## src/hw/rtl/grm_pkg.sv

```systemverilog
// Package: word types, command codes and luma weights for the gray row mirror.
`timescale 1ns / 1ps
`default_nettype none

package grm_pkg;

  // Input word command codes
  typedef enum logic {
    CMD_PIXEL = 1'b0,
    CMD_DRAIN = 1'b1
  } cmd_e;

  typedef struct packed {
    cmd_e       command;
    logic [7:0] red;
    logic [7:0] green;
    logic [7:0] blue;
  } in_word_t;

  typedef struct packed {
    logic [7:0] gray;
    logic       row_end;
  } out_word_t;

  // Row width register
  localparam int unsigned   RowWidthBits  = 12;
  localparam logic [11:0]   RowWidthReset = 12'd640;

  // 0.8 fixed-point luma weights (0.21, 0.72, 0.07)
  localparam logic [7:0] WeightRed   = 8'd54;
  localparam logic [7:0] WeightGreen = 8'd184;
  localparam logic [7:0] WeightBlue  = 8'd18;

endpackage

`default_nettype wire

```

## src/hw/rtl/grm_luma.sv

```systemverilog
// Luma unit: fixed-point weighted sum of red, green and blue.
`timescale 1ns / 1ps
`default_nettype none

module grm_luma (
  input  wire logic [7:0] red_i,
  input  wire logic [7:0] green_i,
  input  wire logic [7:0] blue_i,
  output      logic [7:0] gray_o
);

  import grm_pkg::*;

  logic [15:0] prod_r, prod_g, prod_b;
  logic [15:0] sum;

  // constant products; the sum tops out at 255*256 so never overflows
  assign prod_r = {8'd0, red_i}   * {8'd0, WeightRed};
  assign prod_g = {8'd0, green_i} * {8'd0, WeightGreen};
  assign prod_b = {8'd0, blue_i}  * {8'd0, WeightBlue};
  assign sum    = prod_r + prod_g + prod_b;
  assign gray_o = sum[15:8];

endmodule

`default_nettype wire

```

## config.mk

```make
export PLATFORM = sky130hd
export DESIGN_NAME = grm_luma
export DESIGN_NICKNAME = d
export VERILOG_FILES = /design/src/hw/rtl/grm_pkg.sv /design/src/hw/rtl/grm_luma.sv
export SDC_FILE = /design/constraint.sdc
export NUM_CORES = 1
export LEC_CHECK = 0
export ABC_AREA = 1
export ABC_CLOCK_PERIOD_IN_PS = 8740
export BUFFER_PORTS_ARGS = -buffer_cell sky130_fd_sc_hd__buf_2
export CORE_ASPECT_RATIO = 1.4
export CORE_MARGIN = 4
export CORE_UTILIZATION = 55
export DETAILED_ROUTE_END_ITERATION = 7
export PLACE_DENSITY = 0.75
export SKIP_LAST_GASP = 1
export SYNTH_ARGS = -nofsm -noshare
export SYNTH_HDL_FRONTEND = slang
export SYNTH_SLANG_ARGS = --single-unit
export TNS_END_PERCENT = 50
```

## constraint.sdc

```tcl
create_clock -name vclk -period 8.74
set_input_delay 0.437 -clock vclk [all_inputs]
set_output_delay 0.437 -clock vclk [all_outputs]
set_load 0.03 [all_outputs]
```

==> impl_metrics.toml <==
[status]
outcome = "finished, final reports clean"

[global_route]
gr-total-overflow = 0
antenna_found_initial = 0
grt_start_max_net_pins = 6
grt_pass1_wl_um = 11780
track_usage_pct = 19.78
first_global_vias = 2842

[timing]
rsz0062_at_grt = "false"
max_slew_margin_pct = 82.62
hold_violations = 0
finalCriticalPeriod_ns = 5.187
tns_ns = 0
fmax_mhz = 192.8
timing.final.crit_share_pct = 59.35
slew_violations = 0
worst_pin_slew_ns = 0.2588
finalSetupViolCount = 0

[cells_and_area]
drive_gt1_share_pct = 10.02
seqCellArea_um2 = 0
fill_cells = 524
design.seq.count = 0
clockBufferCount = 0
synthToLayoutAreaGrowth_pct = 7.692
diodes = 0
fin_nets = 632

[logic_synthesis]
postSynthNetCount = 598
synthTopCellsByArea = "ha_1 31%, fa_1 18%, inv_1 13%"
synth_most_common_cell = "inv_1"
synth_area_um2 = 3188
synth_cell_types = 28
ys_seq_area_share_pct = 0
synth_commonest_cells = "109 x inv_1, 106 x nand2_1, 79 x ha_1"
ys.warnings.count = 0
synth_cells = 467
synth_top_area_share_pct = 31.00
syn_area_per_cell_um2 = 6.827
yosys.area.top_type = "ha_1"

[setup_path]
crit_path_top_delay_cell = "fa_1"
path_class = "in -> out"
crit_arrival_ns = 4.75
crit_path_start_kind = "input pin"
critPathMaxFanout = 5
path_cells = "buf_2, ha_1, fa_1, inv_1, fa_1, inv_1, ha_1, a21oi_1, nor2_1, nor2_1, nand2_1, xor2_1, fa_1, inv_1, ha_1, a21oi_1, o21ai_0, a21oi_1, nand3_1, nand2_1, buf_2"
path_buf_inv = 5
critPathMaxStageDelay_ns = 0.54
crit_path_end_kind = "primary output"
path_delay_family = "adder cells"
critPathRequiredTime_ns = 8.30

[route]
wl_per_cell_um = 11.95
final_antenna_net_count = 0
vias = 2907
via_per_inst = 5.127
drc_errors = 0
drtIter0Drc = 77
firstDrtPassIters = 4
routed_wl_um = 6775

[placement]
gp_congestion = 0.8968
dp_hpwl_um = 6351
portBuffers = 32

[floorplan]
initial_core_util_pct = 57.28
coreArea_um2 = 5565
io_pins = 32
dieArea_um2 = 7096
die_x_um = 72.35
die_h_um = 98.09
num_rows = 32

[clocking]
cts_setup_buffers = 0
postCtsHoldBufs = 0
cts_resized = 0

[run]
cap_violations = 0

[min_path]
min_path_type = "in -> out"
==> final cells by class <==
class | instances | area [um^2] | share of cell area (%)
inverters | 115 | 431.7 | 12.57
multi-input cells | 352 | 2756 | 80.28
well taps | 68 | 85.08 | 2.478
repair buffers | 32 | 160.2 | 4.665
==> metal layers <==
layer | routed length [um] | up-vias | track usage (%)
met3 | 104 | 16 | 0.5149
met2 | 3809 | 41 | 40.00
met5 | 0 | - | 0
met4 | 165 | 0 | 3.763
li1 | - | 1523 | -
met1 | 2696 | 1327 | 22.09
==> cells by family (layout without fill, tap and decap cells) <==
logic type,after synthesis,count (layout),synth area share [%]
AND/OR/NAND/NOR,178,178,23.16
adder cells (fa/ha/maj),107,107,48.59
XOR/XNOR,23,23,6.319
AO/OA/AOI/OAI,44,44,8.399
buffers and inverters,115,147,13.54
==> final timing paths <==
| check | startpoint | to | slack (ns) | depth (start not counted) |
|---|---|---|---|---|
| max | red_i[4] | gray_o[6] | 3.55 | 21 |
| min | green_i[7] | gray_o[7] | 1.52 | 6 |
==> metrics by stage <==
stage | setup WS [ns] | std cells | hold slack [ns] | cell area (um^2) | utilization (%)
after floorplan | 3.960 | 467 | 1.325 | 3188 | -
after global placement | 3.595 | 567 | 1.529 | 3433 | 61.69
after detailed placement | 3.560 | 567 | 1.538 | 3433 | 61.69
after CTS | 3.548 | 567 | 1.539 | 3433 | 61.69
after global routing | 3.168 | 567 | 1.636 | 3433 | 61.69
final | 3.553 | 567 | 1.524 | 3433 | 61.69
==> layout by cell type, fill, tap and decap left out, types with 3 or more instances in the layout <==
cell type  instances
a21oi_1           21
buf_2             32
fa_1              28
ha_1              79
inv_1            109
inv_2              5
nand2_1          106
nand2_2            3
nand3_1           22
nand4_1            4
nor2_1            35
o21ai_1            6
o21bai_1           3
xnor2_1            5
xor2_1            18
Power is left out: the tool's default activity adds up to more than one toggle a clock period on the data nets, which glitch-free logic cannot reach.
